File: src/rtl/bfdh_pkg.sv
`timescale 1ns / 1ps
package bfdh_pkg;

  localparam int WORD_BITS = 64;
  localparam int BIT_SEL_W = 6;

  localparam logic [63:0] MIX_MUL_A   = 64'hff51afd7ed558ccd;
  localparam logic [63:0] MIX_MUL_B   = 64'hc4ceb9fe1a85ec53;
  localparam logic [63:0] GOLDEN_STEP = 64'h9e3779b97f4a7c15;
  localparam int          MIX_SHIFT   = 33;

  localparam logic [1:0] KIND_ADD   = 2'd0;
  localparam logic [1:0] KIND_QUERY = 2'd1;
  localparam logic [1:0] KIND_CLEAR = 2'd2;

  localparam logic REG_BIT_COUNT  = 1'b0;
  localparam logic REG_HASH_COUNT = 1'b1;

  localparam logic [16:0] BIT_COUNT_RESET  = 17'd65536;
  localparam logic [4:0]  HASH_COUNT_RESET = 5'd7;

  // remainder unit retires two dividend bits per step
  localparam int         RED_CNT_W = 5;
  localparam logic [4:0] RED_LAST  = 5'd31;

  typedef enum logic [1:0] {
    RED_H1,
    RED_H2,
    RED_ONES
  } red_sel_t;

  typedef enum logic [3:0] {
    OP_NONE,
    OP_LOAD,
    OP_MUL_LL,
    OP_MUL_HL,
    OP_MUL_LH,
    OP_MUL_END,
    OP_H2,
    OP_RED_LOAD,
    OP_RED_STEP,
    OP_RED_STORE,
    OP_READ,
    OP_CHECK,
    OP_ADV_STEP,
    OP_ADV_WRAP,
    OP_CLEAR,
    OP_OUT
  } dp_op_t;

  typedef enum logic [3:0] {
    ST_SWEEP,
    ST_IDLE,
    ST_MUL_LL,
    ST_MUL_HL,
    ST_MUL_LH,
    ST_MUL_END,
    ST_H2,
    ST_RED_LOAD,
    ST_RED_STEP,
    ST_RED_STORE,
    ST_READ,
    ST_CHECK,
    ST_ADV_STEP,
    ST_ADV_WRAP,
    ST_CLEAR,
    ST_DONE
  } ctrl_state_t;

  typedef struct packed {
    dp_op_t   op;
    logic     const_b;
    red_sel_t red_sel;
    logic     add;
    logic     query;
  } dp_cmd_t;

  typedef struct packed {
    logic bit_clear;
    logic clr_last;
  } dp_status_t;

endpackage

File: src/rtl/bfdh_ctrl.sv
`timescale 1ns / 1ps
module bfdh_ctrl
  import bfdh_pkg::*;
#(
  parameter int MAX_HASHES = 16
) (
  input  logic       clk,
  input  logic       rst,
  input  logic       in_valid,
  input  logic [1:0] kind,
  input  logic [4:0] hash_count,
  input  logic       out_stall,
  input  dp_status_t status,
  output dp_cmd_t    cmd,
  output logic       in_stall,
  output logic       out_valid
);

  localparam int KW = $clog2(MAX_HASHES + 1);

  ctrl_state_t          state, state_next;
  logic                 pass_b;
  red_sel_t             red_sel;
  logic [RED_CNT_W-1:0] step_cnt;
  logic [KW-1:0]        probe_cnt;
  logic [KW-1:0]        k_eff;
  logic                 is_add;
  logic                 is_query;
  logic                 accept;
  logic                 out_load;
  logic                 probe_last;

  always_comb begin
    if (hash_count == '0) begin
      k_eff = KW'(1);
    end else if (int'(hash_count) > MAX_HASHES) begin
      k_eff = KW'(MAX_HASHES);
    end else begin
      k_eff = KW'(hash_count);
    end
  end

  assign accept     = in_valid && (state == ST_IDLE);
  assign out_load   = (state == ST_DONE) && (!out_valid || !out_stall);
  assign probe_last = (probe_cnt + KW'(1)) == k_eff;

  always_comb begin
    state_next = state;
    case (state)
      ST_SWEEP: begin
        if (status.clr_last) state_next = ST_IDLE;
      end
      ST_IDLE: begin
        if (in_valid) begin
          case (kind)
            KIND_ADD, KIND_QUERY: state_next = ST_MUL_LL;
            KIND_CLEAR:           state_next = ST_CLEAR;
            default:              state_next = ST_DONE;
          endcase
        end
      end
      ST_MUL_LL:  state_next = ST_MUL_HL;
      ST_MUL_HL:  state_next = ST_MUL_LH;
      ST_MUL_LH:  state_next = ST_MUL_END;
      ST_MUL_END: state_next = pass_b ? ST_H2 : ST_MUL_LL;
      ST_H2:      state_next = ST_RED_LOAD;
      ST_RED_LOAD: state_next = ST_RED_STEP;
      ST_RED_STEP: begin
        if (step_cnt == RED_LAST) state_next = ST_RED_STORE;
      end
      ST_RED_STORE: state_next = (red_sel == RED_ONES) ? ST_READ : ST_RED_LOAD;
      ST_READ:      state_next = ST_CHECK;
      ST_CHECK: begin
        if ((is_query && status.bit_clear) || probe_last) begin
          state_next = ST_DONE;
        end else begin
          state_next = ST_ADV_STEP;
        end
      end
      ST_ADV_STEP: state_next = ST_ADV_WRAP;
      ST_ADV_WRAP: state_next = ST_READ;
      ST_CLEAR: begin
        if (status.clr_last) state_next = ST_DONE;
      end
      ST_DONE: begin
        if (out_load) state_next = ST_IDLE;
      end
      default: state_next = ST_IDLE;
    endcase
  end

  always_comb begin
    cmd.op      = OP_NONE;
    cmd.const_b = pass_b;
    cmd.red_sel = red_sel;
    cmd.add     = is_add;
    cmd.query   = (kind == KIND_QUERY);
    in_stall    = (state != ST_IDLE);
    case (state)
      ST_SWEEP:     cmd.op = OP_CLEAR;
      ST_IDLE:      cmd.op = accept ? OP_LOAD : OP_NONE;
      ST_MUL_LL:    cmd.op = OP_MUL_LL;
      ST_MUL_HL:    cmd.op = OP_MUL_HL;
      ST_MUL_LH:    cmd.op = OP_MUL_LH;
      ST_MUL_END:   cmd.op = OP_MUL_END;
      ST_H2:        cmd.op = OP_H2;
      ST_RED_LOAD:  cmd.op = OP_RED_LOAD;
      ST_RED_STEP:  cmd.op = OP_RED_STEP;
      ST_RED_STORE: cmd.op = OP_RED_STORE;
      ST_READ:      cmd.op = OP_READ;
      ST_CHECK:     cmd.op = OP_CHECK;
      ST_ADV_STEP:  cmd.op = OP_ADV_STEP;
      ST_ADV_WRAP:  cmd.op = OP_ADV_WRAP;
      ST_CLEAR:     cmd.op = OP_CLEAR;
      ST_DONE:      cmd.op = out_load ? OP_OUT : OP_NONE;
      default:      cmd.op = OP_NONE;
    endcase
  end

  always_ff @(posedge clk) begin
    if (rst) begin
      state     <= ST_SWEEP;
      pass_b    <= 1'b0;
      red_sel   <= RED_H1;
      step_cnt  <= '0;
      probe_cnt <= '0;
      is_add    <= 1'b0;
      is_query  <= 1'b0;
      out_valid <= 1'b0;
    end else begin
      state <= state_next;
      if (accept) begin
        pass_b    <= 1'b0;
        red_sel   <= RED_H1;
        probe_cnt <= '0;
        is_add    <= (kind == KIND_ADD);
        is_query  <= (kind == KIND_QUERY);
      end
      if (state == ST_MUL_END) pass_b <= 1'b1;
      if (state == ST_RED_LOAD) step_cnt <= '0;
      if (state == ST_RED_STEP) step_cnt <= step_cnt + RED_CNT_W'(1);
      if (state == ST_RED_STORE) begin
        case (red_sel)
          RED_H1:  red_sel <= RED_H2;
          RED_H2:  red_sel <= RED_ONES;
          default: red_sel <= RED_ONES;
        endcase
      end
      if (state == ST_CHECK) probe_cnt <= probe_cnt + KW'(1);
      if (out_load) begin
        out_valid <= 1'b1;
      end else if (!out_stall) begin
        out_valid <= 1'b0;
      end
    end
  end

  a_reset_sweeps: assert property (@(posedge clk) $fell(rst) |-> state == ST_SWEEP)
    else $error("store sweep not started after reset");
  a_probe_bound: assert property (@(posedge clk) disable iff (rst)
    state == ST_CHECK |-> probe_cnt < k_eff)
    else $error("probe count beyond hash count");
  a_done_holds: assert property (@(posedge clk) disable iff (rst)
    state == ST_DONE && out_valid && out_stall |=> state == ST_DONE)
    else $error("result dropped while output stalled");
  a_out_from_done: assert property (@(posedge clk) disable iff (rst)
    $rose(out_valid) |-> $past(state) == ST_DONE)
    else $error("result beat raised outside done state");

endmodule

File: config.mk
export PLATFORM = sky130hd
export DESIGN_NAME = bfdh_ctrl
export DESIGN_NICKNAME = d
export VERILOG_FILES = /design/src/rtl/bfdh_pkg.sv /design/src/rtl/bfdh_ctrl.sv
export SDC_FILE = /design/constraint.sdc
export NUM_CORES = 1
export LEC_CHECK = 0
export BUFFER_PORTS_ARGS = -buffer_cell sky130_fd_sc_hd__buf_2
export CAP_MARGIN = 10
export CORE_ASPECT_RATIO = 0.9
export CORE_MARGIN = 3
export CORE_UTILIZATION = 26
export CTS_CLUSTER_DIAMETER = 50
export DETAILED_ROUTE_END_ITERATION = 10
export PLACE_DENSITY = 0.43
export SYNTH_ARGS = -nofsm -noshare
export SYNTH_HDL_FRONTEND = slang
export SYNTH_SLANG_ARGS = --single-unit
File: constraint.sdc
create_clock -name clk -period 4.2 [get_ports clk]
set_input_delay 0 -clock clk [delete_from_list [all_inputs] [get_ports clk]]
set_output_delay 0 -clock clk [all_outputs]
set_load 0.1 [all_outputs]
### Yosys cells after proc, flatten, opt, wreduce, memory -nomap -nowiden

Index checks and enable logic that the tools add are counted.
Widths: inputs -> output; s select.

| storage, ports and cells | value |
|---|---|
| latch bits | 0 |
| memories kept | 0 |
| output and inout port bits | 11 |
| bits in writable memories | 0 |
| ROM bits | 0 |
| input port bits | 13 |
| logic and storage cells | 82 |
| bits in registers | 20 |

| cells by class | value |
|---|---|
| reductions and logical operators | 18 |
| $mul | 0 |
| shifts and indexed selects | 0 |
| muxes and demuxes | 26 |
| divide/modulo/power cells | 0 |
| equality and inequality tests | 27 |
| magnitude comparators | 1 |
| $add $sub $neg | 2 |
| bitwise logic cells | 0 |

Operator list:

| operator | number |
|---|---|
| $pmux 4 s16 | 1 |
| $pmux 4 s15 | 1 |
| $eq 4x4->1 const B | 8 |
| $mux 5 | 6 |
| $mux 4 | 7 |
| $eq 4x3->1 const B | 4 |
| $add 5x1->5 const B | 2 |
| $ne 2x2->1 const B | 5 |
| $eq 4x2->1 const B | 2 |
| $mux 2 | 4 |
| $pmux 4 s2 | 1 |
| $reduce_bool 2->1 | 4 |
| $eq 5x5->1 | 1 |
| $eq 5x5->1 const B | 1 |
| $gt 5x5->1 const B | 1 |
| $logic_not 5->1 | 1 |
| $mux 1 | 5 |
| $reduce_and 5->1 | 1 |
| $eq 2x2->1 const B | 2 |
| $eq 4x1->1 const B | 1 |
| $logic_not 2->1 | 2 |
| $logic_not 4->1 | 1 |
| $ne 4x1->1 const B | 1 |
| $reduce_or 2->1 | 2 |
| other kinds (6) | 10 |

### Longest topological paths before layout

Gate-level depths: netlist of the first run.

| depth | value |
|---|---|
| depth in word-level cells | 7 |
| gate-level depth with buffers | 8 |
| depth with buffers taken out | 8 |

### Least setup slack after synthesis of the first run

OpenSTA, ideal clock, no wires.

| timing path | value |
|---|---|
| kind | reg2out |
| start | register out_valid |
| end | output cmd[5] in the netlist's numbering |
| required time | 4.200 ns |
| cell stages (with the launch flop) | 4 |
| arrival | 2.507 ns |
| buffers on the path | 0 |
| path slack | 1.693 ns |
| cell sequence | dfxtp_1 > nand4_1 > o21ai_0 > a21oi_1 |

RTL lines:

| what | RTL line | RTL |
|---|---|---|
| start, declared | bfdh_ctrl.sv:16 | `output logic out_valid` |
| start signal, assigned | bfdh_ctrl.sv:129 | `out_valid <= 1'b0;` |
| start signal, assigned | bfdh_ctrl.sv:151 | `out_valid <= 1'b1;` |
| start signal, assigned | bfdh_ctrl.sv:153 | `out_valid <= 1'b0;` |
| end, declared | bfdh_ctrl.sv:14 | `output dp_cmd_t cmd,` |

==> results of run 1 <==
layout make-up:
| cell class | count | share of cell area [%] |
|---|---|---|
| Sequential cell | 20 | 25.28 |
| Tap cell | 65 | 5.134 |
| Clock inverter | 1 | 1.896 |
| Timing Repair Buffer | 24 | 7.741 |
| Multi-Input combinational cell | 151 | 56.40 |
| Clock buffer | 3 | 2.607 |
| Inverter | 4 | 0.9479 |
placed cells by master (no fill, tap or decap), types with 4 or more instances in the layout:
cell type / count
sky130_fd_sc_hd__nand4_1: 4
sky130_fd_sc_hd__dfxtp_1: 20
sky130_fd_sc_hd__xnor2_1: 7
sky130_fd_sc_hd__nor2b_1: 4
sky130_fd_sc_hd__nand2_1: 19
sky130_fd_sc_hd__or3_1: 4
sky130_fd_sc_hd__o21ai_0: 9
sky130_fd_sc_hd__nor3_1: 5
sky130_fd_sc_hd__inv_1: 4
sky130_fd_sc_hd__buf_2: 23
sky130_fd_sc_hd__nor2_1: 29
sky130_fd_sc_hd__nand3_1: 7
sky130_fd_sc_hd__a22oi_1: 4
sky130_fd_sc_hd__a21oi_1: 16
cells in the mapped netlist, drive strengths merged, types with 5 or more instances:
| cell | n |
|---|---|
| nand3 | 8 |
| dfxtp | 20 |
| nand2 | 19 |
| nor3 | 6 |
| nor2 | 29 |
| buf | 8 |
| nor2b | 5 |
| o21ai | 12 |
| xnor2 | 7 |
| a21oi | 18 |
cell families after synthesis:
| group | synth area share (%) |
|---|---|
| AOI/OAI and AO/OA | 24.71 |
| xor gates and xnor gates | 5.086 |
| adders and majority gates | 2.725 |
| buffers and inverters | 6.085 |
| DFF | 29.06 |
| muxes | 0.7266 |
| and+or+nand+nor | 31.61 |
power groups by stage:
stage	clock network [mW]	logic [mW]	registers (mW)
finish	0.203	0.340	0.234
CTS	0.208	0.343	0.234
detailed placement	0	0.342	0.239
floorplan	0	0.317	0.210
global route	0.211	0.366	0.239
global placement	0	0.345	0.239
metrics by stage:
stage	total power [mW]	worst slack (ns)	cells	util (%)	area [µm²]
2_1_floorplan	0.5269	1.693	187	-	1378
3_3_place_gp	0.5842	2.341	264	30.35	1513
3_5_place_dp	0.5805	2.348	264	30.35	1513
4_1_cts	0.7847	2.283	268	31.78	1584
5_1_grt	0.8157	2.133	268	31.78	1584
6_report	0.7769	2.305	268	31.78	1584
worst min path at each step:
| stage | to | slack (ns) |
|---|---|---|
| after floorplan | pass_b | 0.19 |
| after global placement | out_valid | 0.34 |
| after detailed placement | out_valid | 0.33 |
| after CTS | out_valid | 0.05 |
| after global routing | out_valid | 0.08 |
| final | out_valid | 0.06 |
worst max-delay path, cell delays in order (launching register included):
cell	delay, ns
sky130_fd_sc_hd__dfxtp_1	0.70
sky130_fd_sc_hd__nand4_1	0.24
sky130_fd_sc_hd__o21ai_0	0.30
sky130_fd_sc_hd__a21oi_1	0.08
sky130_fd_sc_hd__buf_2	0.31
layer usage:
| metal | track usage, % | share of wire, % | up-vias |
|---|---|---|---|
| met1 | 17.46 | 50 | 608 |
| met5 | 0 | 0 | - |
| li1 | - | - | 698 |
| met3 | 2.632 | 5.3 | 4 |
| met2 | 18.68 | 43 | 22 |
| met4 | 4.900 | 1.2 | 0 |
flip-flops by register name, indices dropped and copies added (netlist names):
signal and count:
probe_cnt 5, step_cnt 5, state 4, red_sel 2, is_add 1, is_query 1
out_valid 1, pass_b 1
==> results.md, run 1 <==
- The run finished with clean final reports.
- Summed over all failing endpoints, the final setup total negative slack is 0 ns.
- The post-synthesis net count is between 200 and 250.
- The number of warnings printed during yosys synthesis is 0.
- The arrival time reported for the critical path endpoint is between 1.5 and 2 ns.
- The clock root buffer is sky130_fd_sc_hd__clkbuf_8.
- At the worst endpoint, the required time is ~4.2 ns.
- The number of design rule violations left after detail routing is 0.
- The reg-to-reg startpoint is step_cnt[0].
- The clock network fraction of design power is 26.2%.
- The startpoint of the most critical hold path is out_stall.
- The proportion of layout cells with a drive suffix above 1 is a little under a fifth.
- Clock tree synthesis inserted a total of 3 buffers.
- The worst-case reg-to-reg path depth is 8.
- The leakage dissipation is 0.6124 nW.
- The area of the die is slightly above 0.006 mm².
- Combinational logic is responsible for 43.8% of the overall power.
- The proportion of total power due to net switching is 47.56%.
- The clock insertion delay at the later pin of the skew report is ~0.27 ns.
- The starting utilization of the core area is 27.64%.
- The final wirelength is 3537 µm.
- In this run the power density over the cells is 490.4 mW/mm².
- In this run the critical register-to-register path is captured at state[0].
- The via count of the first global-routing pass is 1234.
- The endpoint of the worst setup timing path is cmd[5].
- Of all nets on the critical path, the largest fanout is 18.
- The fraction of registers with async set/reset is 0%.
- For this run, the leading register cell type out of synthesis is sky130_fd_sc_hd__dfxtp_1.
- The total via count in the routed design is 1332.
- For this run, the post-layout net count is 220.
- The relative area change from synthesis to final layout is 14.99%.
- Before antenna repair, the detailed router went through 4 iterations.
- The count of filler cells inserted in the layout is 571.
- The number of antenna diodes in the final layout is 0.
- The number of flops mapped to enable cells by yosys is 0.
- The internal power of the cells totals 407.4 µW.
- The clock passes through at most 2 buffers.
- The post-synthesis cell area is around 0.0014 mm².
- The count of endpoints failing setup in the final report is 0.
- Post-CTS repair changed the size of 0 cells.
- The wire length of the first global-routing pass is 5975 µm.
- Registers take between 400 and 500 µm².
- Across the VDD grid, the largest voltage drop is 0.2067 mV.
- After synthesis the netlist holds a flip-flop and latch count of 20.
- The CTS tree is yes.
- The post-CTS setup buffer count is 0.
- The hold violation total from the final report is 0.
- Setup slack on the worst reg-to-reg path comes out at 2.32 ns.
- STA classifies the critical path endpoint as an output pin.
- The largest area contributor in the netlist is sky130_fd_sc_hd__dfxtp_1.
- The core region is roughly 0.0050 mm².
- In this run, distinct cell masters in the synthesized netlist total 46.
- The worst hold path belongs to the class in2reg.
- Row generation in the floorplan step produced 24 rows.
- In this run the remaining antenna-violating nets after routing total 0.
- The mean number of vias per cell is just under 5.
- The startpoint of the most critical setup path is state[2].
- Of the post-synthesis cell area, the dominant cell type holds 29.06%.
- The worst-case clock skew is between 0.007 and 0.008 ns.
- CTS built an H-tree with a depth of 1.
- The die outline height is ~75 µm.
- The final-report max-slew violation count is 0.
- The tightest hold path in the finished design has a slack of 0.05535 ns.
- The detailed router finished its first iteration with 70 violations.
- The number of sinks on the clock net is 20.
- The share of the Yosys chip area taken by registers is 29.06%.
- For the pin with the worst max-slew slack, the measured transition is 0.6449 ns.
- The highest attainable clock frequency is 0.5277 GHz.
- The total global-route track usage is roughly 12%.
- The switching power is 369.5 µW.
- The initial antenna violation count is 0.
- After synthesis, the cell types taking the most area are sky130_fd_sc_hd__dfxtp_1, sky130_fd_sc_hd__nor2_1, sky130_fd_sc_hd__a21oi_1.
- Entering global routing, the biggest net connects 26 pins.
- The worst pin sits at a relative slew slack of 56.95%.
- The routed design could run at a clock period as short as 1.895 ns.
- The average detailed-routed wire length per instance is 13.20 µm.
- Routability-driven placement finished with a final weighted congestion of 0.7216.
- For this design, the CTS-stage hold fixing added 0 buffers.
- The multi-input combinational cell area is 893.4 µm².
- The worst hold path stage count is 3.
- The register clock-pin slew on the reported worst setup and hold paths is about 0.080 ns.
- The cell count after synthesis came out at 187.
- In this run the horizontal extent of the chip is 82.73 µm.
- The proportion of power drawn by flip-flops and latches is 30.1%.
- The number of maximum-capacitance violations is 0.
- The average cell area after synthesis is around 7.4 µm².
- The critical path is of the reg2out type.
- The port buffer count is 23.
- The kind of start point of the critical path is a register.
- Setup repair after global routing left no endpoint under its margin.
- The total overflow left after global routing is 0.
- The HPWL after detailed placement is 2605 µm.
- The worst path uses 45.12% of the clock period.
- The number of placed I/O pins is 24.
Power figures use the tool's default switching activity.
==> inputs of run 2 (changes only) <==
Settings changed: PLACE_DENSITY 0.43 to 0.45.
Clock period 4.2 ns to 1.7 ns, I/O delays scaled along.
==> results.md, run 2 (same netlist as run 1, synthesis figures left out) <==
- The starting utilization of the core area is 27.64% (unchanged).
- The end-of-flow core utilization is 39.78% (+8.0 points).
- The HPWL after detailed placement is 3031 µm (+16%).
- The relative slew slack is 67.53% (+11 points).
- The kind of start point of the critical path is a register.
- TritonCTS built the clock tree.
- The final critical-path share of the clock period is around 100%.
- The die outline height is 75.06 µm (unchanged).
- The wire length of the first global-routing pass was 6555 µm (+9.7%).
- The total via count in the routed design came to 1450 (+8.9%).
- The worst-case clock skew was 0.006817 ns (-0.001009 ns).
- The required time of the worst setup path is 1.84 ns (-2.36 ns).
- The endpoint class of the critical path is a register.
- The mean number of vias per cell is 4.915 (-1.1%).
- Setup repair after global routing could not meet its margin everywhere.
- The die span in x is 82.73 µm (unchanged).
- The measured slew at the worst slew-check pin was 0.4904 ns (-0.1545 ns).
- The count of standard-cell rows is 24 (unchanged).
- The run finished with clean final reports.
- The most common cell type on the critical path is sky130_fd_sc_hd__ha_4.
- The total placed instance area came to 0.001809 mm² (+20%).
- The number of sinks on the clock net is 20 (unchanged).
- The power per unit of standard cell area is 1113 mW/mm² (+130%).
- The number of placed I/O pins came to 24 (unchanged).
- The proportion of layout cells with a drive suffix above 1 is 39.57% (+21 points).
- The worst hold slack after final layout is 0.06408 ns (+0.008733 ns).
- The maximum VDD drop is 0.6614 mV (+220%).
- The number of cells in the design after placement is 288 (+9.1%).
- The total grt overflow is 0 (unchanged).
- The routability congestion estimate is 0.7960 (+10%).
- The stage delay of the slowest cell on the critical path is 0.36 ns (-0.34 ns).
- The largest fanout on the critical path was 3 (-15).
- The final-report max-slew violation count is 0 (unchanged).
- The H-tree depth reported by CTS came to 1 (unchanged).
- The smallest clock period supported by the final layout is computed as 1.680 ns.
- The leakage dissipation was 0.7772 nW (+27%).
- Compared with the post-synthesis result, the final layout area differs by 43.96%.
- The average detailed-routed wire length per instance is 13.60 µm (+3.1%).
- The type of the most critical hold path is in2reg.
- The kind of critical path is reg2reg.
- The register clock-pin slew on the reported worst setup and hold paths came to 0.08 ns (about the same).
- The number of buffers created by CTS came to 3 (unchanged).
- The final cell area excluding filler cells is 0.001983 mm² (+25%).
- The port buffer count is 23 (unchanged).
- The count of placed standard cells in the final layout, fillers left out is 295 (+10%).
- The final wirelength came to 4013 µm (+13%).
- The DRC marker count from the first detailed-route iteration is 59 (-16%).
- The commonest non-fill, non-tap cell in the layout is sky130_fd_sc_hd__buf_4.
- In the layout the commonest cells are sky130_fd_sc_hd__buf_4, sky130_fd_sc_hd__nor2_1, sky130_fd_sc_hd__nand2_1.
- The highest attainable clock frequency is about 0.60 GHz.
- The count of endpoints failing setup in the final report was 0 (unchanged).
- Walking the worst path, the cells encountered are ha_4 -> and3_4 -> ha_4 -> nor3b_2 -> o21ai_2 -> buf_4 -> and2_4 -> o2111ai_2 -> a21oi_2.
- The total global-route track usage was 13.90% (+1.4 points).
- The pin count of the biggest net entering global routing is 21 (-19%).
- The via count of the first global-routing pass was 1317 (+6.7%).
- The final antenna diode count was 0 (unchanged).
- The hold violation total from the final report was 0 (unchanged).
- On the critical path, the stage with the largest delay is an instance of sky130_fd_sc_hd__dfxtp_4.
- The clock root buffer is sky130_fd_sc_hd__clkbuf_8.
- In the final layout, the registers with the most flip-flops are probe_cnt x5, step_cnt x5, state x4.
- The clock insertion delay at the later pin of the skew report is 0.26 ns (about the same).
- The total iterations of the first detailed-routing run came to 4 (unchanged).
- The number of design rule violations left after detail routing came to 0 (unchanged).
- The arrival time reported for the critical path endpoint is 1.82 ns (-0.07 ns).
- The core box area is 0.004985 mm² (unchanged).
- The maximum count of clock buffers along a single path is 2 (unchanged).
- The antenna violation net count after detailed routing was 0 (unchanged).
- The number of maximum-capacitance violations was 0 (unchanged).
- The initial antenna violation count is 0 (unchanged).
- The area of the die is 0.006209 mm² (unchanged).
- The layout net count is 247 (+12%).
==> run 2: cell count changes in the layout (fill, tap and decap cells not counted), moves of 3 or more <==
cell                      before  now
sky130_fd_sc_hd__ha_4          0    3
sky130_fd_sc_hd__buf_4         1   28
sky130_fd_sc_hd__buf_2        23   18
sky130_fd_sc_hd__a21oi_4       0    3
sky130_fd_sc_hd__a21oi_1      16   12
sky130_fd_sc_hd__ha_1          3    0
sky130_fd_sc_hd__dfxtp_2       0    8
sky130_fd_sc_hd__dfxtp_1      20   11
sky130_fd_sc_hd__buf_12        0    5
==> run 2: where the power goes <==
part           switching, mW  leakage (nW)  internal (mW)
combinational          0.795         0.582          0.482
clock                  0.166        0.0288          0.206
sequential            0.0604         0.166          0.497
==> run 2: worst paths after layout <==
kind	start	end	slack, ns	cells past startpoint
worst max register to register	step_cnt[0]	state[3]	0.02	9
worst min register to register	is_add	is_add	0.50	2
worst min-delay path	out_stall	out_valid	0.06	3
worst max-delay path	step_cnt[0]	state[3]	0.02	9
==> run 2: per-layer routing <==
layer	share of wire, %	vias to the layer above	wire length [µm]	GRT usage [%]
met5	0	-	0	0
met4	0.62	0	25	2.722
met3	3.2	2	128	3.589
met2	46	15	1836	21.53
met1	50	680	2023	19.60
li1	-	753	-	-
==> run 2: area by class of cell <==
| class | instances | area (µm²) |
|---|---|---|
| fillers | 553 | 3002 |
| multi-input cells | 151 | 1017 |
| flip-flops and latches | 20 | 414.1 |
| repair buffers | 51 | 400.4 |
| well taps | 65 | 81.33 |
| clock buffers | 4 | 55.05 |
| inverters | 4 | 15.01 |
==> run 2: timing repair <==
item | CTS | global route
hold buffers | 0 | 0
setup endpoints to repair | 6 | 10
pin swaps | 4 | 7
gates resized for setup | 12 | 13
setup buffers | 1 | 2
==> run 2: metrics by stage <==
step	TNS, ns	power [mW]	worst slack [ns]
after detailed placement	-0.3478	1.757	-0.1145
final	0	2.207	0.01995
after floorplan	0	1.355	0.03233
after CTS	-0.01132	2.162	-0.006092
after global routing	-0.3342	2.323	-0.07809
after global placement	-0.1469	1.761	-0.05812
==> run 2: critical path, delay by kind of cell (launching register included) <==
family,cells,cell delay [ns]
AND/OR/NAND/NOR,3,0.50
flip-flops,1,0.36
adder cells (fa/ha/maj),2,0.31
AO/OA/AOI/OAI,3,0.24
buffers and inverters,1,0.16
==> inputs of run 3 (changes only) <==
Settings changed: ABC_AREA from default to 1.
==> results.md, run 3 <==
- Leaving out fill and tap cells, the most frequent cell in the layout is sky130_fd_sc_hd__nand2_1.
- The arrival time reported for the critical path endpoint is 1.60 ns (-0.22 ns).
- The critical path is of the reg2out type.
- The die outline height is 72.30 µm (-3.7%).
- The leakage dissipation is 0.7392 nW (-4.9%).
- The hold violation total from the final report is 0 (unchanged).
- After synthesis, the largest family of logic cells by area is simple AND/OR/NAND/NOR gates.
- The register-to-register setup slack is 0.17 ns (+0.15 ns).
- The HPWL after detailed placement is 2543 µm (-16%).
- The register clock-pin slew on the reported worst setup and hold paths is 0.08 ns (about the same).
- The number of maximum-capacitance violations is 0 (unchanged).
- The die span in x is 79.67 µm (-3.7%).
- The cell-internal power was 1.418 mW (+20%).
- The multi-input combinational cell area is 735.7 µm² (-28%).
- The buffer and inverter count on the worst path was 4 (+3).
- In the post-synthesis netlist, the biggest area contributors are sky130_fd_sc_hd__dfxtp_1, sky130_fd_sc_hd__nand2_1, sky130_fd_sc_hd__inv_1.
- The power per unit of standard cell area is 1830 mW/mm² (+64%).
- The proportion of total power due to net switching is 53.24% (+7.0 points).
- The count of filler cells inserted in the layout is 509 (-8.0%).
- The clock network fraction of design power is 15.8% (-1.1 points).
- The stage delay of the slowest cell on the critical path is 0.38 ns (+0.02 ns).
- The count of mapped cells out of synthesis is 206 (+10%).
- In this run the worst hold path is classified as in2reg.
- The share of synthesized cell area in full adder, half adder and majority cells is 2.956% (+0.23 points).
- The final critical path time including I/O delays and setup was 1.601 ns (-0.07927 ns).
- The proportion of power drawn by flip-flops and latches was 20.4% (-4.9 points).
- The number of buffers created by CTS was 3 (unchanged).
- The average detailed-routed wire length per instance is 10.62 µm (-22%).
- Leaving out fill and tap cells, the most frequent cells in the layout are sky130_fd_sc_hd__nand2_1, sky130_fd_sc_hd__inv_1, sky130_fd_sc_hd__a21oi_1, sky130_fd_sc_hd__buf_2, sky130_fd_sc_hd__nor2_1.
- The total grt overflow came to 0 (unchanged).
- The core box area came to 0.004576 mm² (-8.2%).
- The worst setup margin is 0.09922 ns (+0.07927 ns).
- The largest area contributor in the netlist is sky130_fd_sc_hd__dfxtp_1.
- The number of placed I/O pins is 24 (unchanged).
- The post-synthesis cell area was 0.001270 mm² (-7.8%).
- The worst hold endpoint is is_add.
- The flow ran to the end, and the final reports show no timing, DRC or antenna violations.
- The largest individual stage delay along the critical path comes from the cell sky130_fd_sc_hd__dfxtp_4.
- The synthesized-area fraction occupied by ao, oa, aoi and oai cells is 18.03% (-6.7 points).
- The wire length of the first global-routing pass is 5595 µm (-15%).
- The number of sinks on the clock net is 20 (unchanged).
- The H-tree depth reported by CTS came to 1 (unchanged).
- The startpoint of the most critical hold path is kind[0].
- The clock insertion delay at the later pin of the skew report is 0.26 ns (about the same).
- The switching power is 1.615 mW (+58%).
- The worst hold slack after final layout is 0.03752 ns (-0.02657 ns).
- The final critical-path share of the clock period came to 94.16% (-4.7 points).
- The sequential-to-total area share from yosys stat is 31.53% (+2.5 points).
- The maximum count of clock buffers along a single path is 2 (unchanged).
- The number of flops mapped to enable cells by yosys is 0 (unchanged).
- The flop and latch count out of synthesis came to 20 (unchanged).
- The end-of-flow core utilization was 36.23% (-3.6 points).
- The largest fanout on the critical path was 7 (+4).
- The number of design rule violations left after detail routing is 0 (unchanged).
- The layout net count is 253 (+2.4%).
- The kind of start point of the critical path is a register.
- The total iterations of the first detailed-routing run was 4 (unchanged).
- The fraction of registers with async set/reset came to 0% (unchanged).
- The xor/xnor cell area share of the yosys netlist is 0% (-5.1 points).
- The critical path goes through inv_1 -> nand2_2 -> nor2_4 -> inv_4 -> or2_4 -> nand2_1 -> clkinvlp_4 -> buf_12.
- The initial antenna violation count is 0 (unchanged).
- The total via count in the routed design is 1317 (-9.2%).
- Relative to the synthesized area, the layout overhead comes to 30.54%.
- The worst-case clock skew is 0.004285 ns (-0.002533 ns).
- The worst-case reg-to-reg path depth is 9 (unchanged).
- The unique cell type count in the Yosys netlist is 29 (-37%).
- The mux cell area share after synthesis came to 0% (-0.73 points).
- The sequential standard cell area is 417.9 µm² (+0.91%).
- sky130_fd_sc_hd__nand2_1 is the most common cell in the netlist.
- The CTS tree is yes.
- The antenna violation net count after detailed routing is 0 (unchanged).
- The routability congestion estimate was 0.8209 (+3.1%).
- The highest attainable clock frequency is 0.6247 GHz (+5.0%).
- The synthesized-area fraction occupied by and/or/nand/nor cells is 34.78% (+3.2 points).
- Among all flip-flop cells after synthesis, the most frequent one is sky130_fd_sc_hd__dfxtp_1.
- The maximum VDD drop came to 0.8104 mV (+23%).
- The worst register-to-register path begins at state[1].
- The endpoint of the lowest-slack register-to-register path is state[0].
- The worst hold path stage count was 4 (+1).
- The port buffer count is 23 (unchanged).
- The via count of the first global-routing pass is 1286 (-2.4%).
- In the synthesized netlist, the cells that appear most often are sky130_fd_sc_hd__nand2_1, sky130_fd_sc_hd__inv_1, sky130_fd_sc_hd__a21oi_1.
- The post-synthesis net count was 222 (+9.4%).
- The area of the die is 0.005760 mm² (-7.2%).
- The total global-route track usage was 12.20% (-1.7 points).
- The count of endpoints failing setup in the final report came to 0 (unchanged).
- The endpoint class of the critical path is an output pin.
- Clock tree synthesis selected as its root buffer the cell sky130_fd_sc_hd__clkbuf_8.
- The final wirelength came to 3165 µm (-21%).
- The number of hold buffers added after cts is 0 (unchanged).
- The starting utilization of the core area was 27.75% (+0.12 points).
- The proportion of layout cells with a drive suffix above 1 is 26.27% (-13 points).
- The DRC marker count from the first detailed-route iteration is 30 (-49%).
- Among cell families on the critical path, the largest total delay comes from simple AND/OR/NAND/NOR gates.
- Tracing the worst setup path back leads to its startpoint at state[1].
- The share of power burned in combinational logic is 63.8% (+5.9 points).
- The area share of the leading cell type in the synthesized netlist came to 31.53% (+2.5 points).
- The required time of the worst setup path is 1.70 ns (-0.14 ns).
- The relative slew slack came to 66.90% (-0.63 points).
- In the final layout, the registers with the most flip-flops are probe_cnt x5, step_cnt x5, state x4.
- The mean number of vias per cell was 4.419 (-10%).
- The number of warnings printed during yosys synthesis is 0 (unchanged).
- The pin count of the biggest net entering global routing is 18 (-14%).
- The worst slack at placement is 0.09999 ns (+0.2145 ns).
- The final antenna diode count came to 0 (unchanged).
- The measured slew at the worst slew-check pin is 0.5000 ns (+0.009589 ns).
- The average cell area after synthesis came to 6.165 µm² (-16%).
- The final-report max-slew violation count came to 0 (unchanged).
- The count of standard-cell rows is 23 (-4.2%).
- The final cell area excluding filler cells is 0.001658 mm² (-16%).
- The total placed instance area is 0.001510 mm² (-17%).
## run 3: cell families after synthesis
kind of cell               Yosys count
buffers and inverters               41
AOI/OAI and AO/OA                   40
DFF                                 20
and+or+nand+nor                    102
adders and majority gates            3
## run 3: final cells by class
type / instances / area share [%]
clock buffer: 3 / 2.491
timing repair buffer: 30 / 12.68
inverter: 37 / 8.755
clock inverter: 1 / 1.811
sequential: 20 / 25.21
tap: 62 / 4.679
multi-input combinational: 145 / 44.38
## run 3: worst min-delay path, stage by stage
cell and delay, ns:
sky130_fd_sc_hd__buf_2 0.09, sky130_fd_sc_hd__nor2_1 0.04, sky130_fd_sc_hd__nand3_1 0.07, sky130_fd_sc_hd__a21oi_1 0.06
## run 3: power by group through the flow
stage               registers, mW  clock network [mW]  logic [mW]
floorplan                   0.611                   0        1.35
global placement            0.612                   0        1.80
detailed placement          0.608                   0        1.79
CTS                         0.599               0.495        1.89
global route                0.628               0.524        2.07
finish                      0.618               0.480        1.94
## run 3: worst max-delay path by stage
stage | cells after the start | endpoint
6_report | 8 | cmd[5]
3_3_place_gp | 9 | state[0]
4_1_cts | 7 | cmd[5]
3_5_place_dp | 11 | state[2]
2_1_floorplan | 2 | cmd[6]
5_1_grt | 7 | cmd[5]
## run 3: timing repair
action,4_1_cts,5_1_grt
buffers inserted,1,2
resized for setup,6,16
pin swaps,1,4
setup endpoints to repair,3,11
## run 3: layer usage
layer | global-route usage, % | wire length, µm
met1 | 18.81 | 1799
met2 | 16.13 | 1171
met3 | 3.350 | 150
met4 | 3.817 | 44
met5 | 0 | 0
## run 3: stage by stage
| step | TNS, ns | power [mW] | std cells |
|---|---|---|---|
| global route | -0.001615 | 3.217 | 298 |
| CTS | 0 | 2.984 | 296 |
| floorplan | -0.1674 | 1.961 | 206 |
| detailed placement | 0 | 2.401 | 291 |
| global placement | 0 | 2.417 | 291 |
| finish | 0 | 3.033 | 298 |
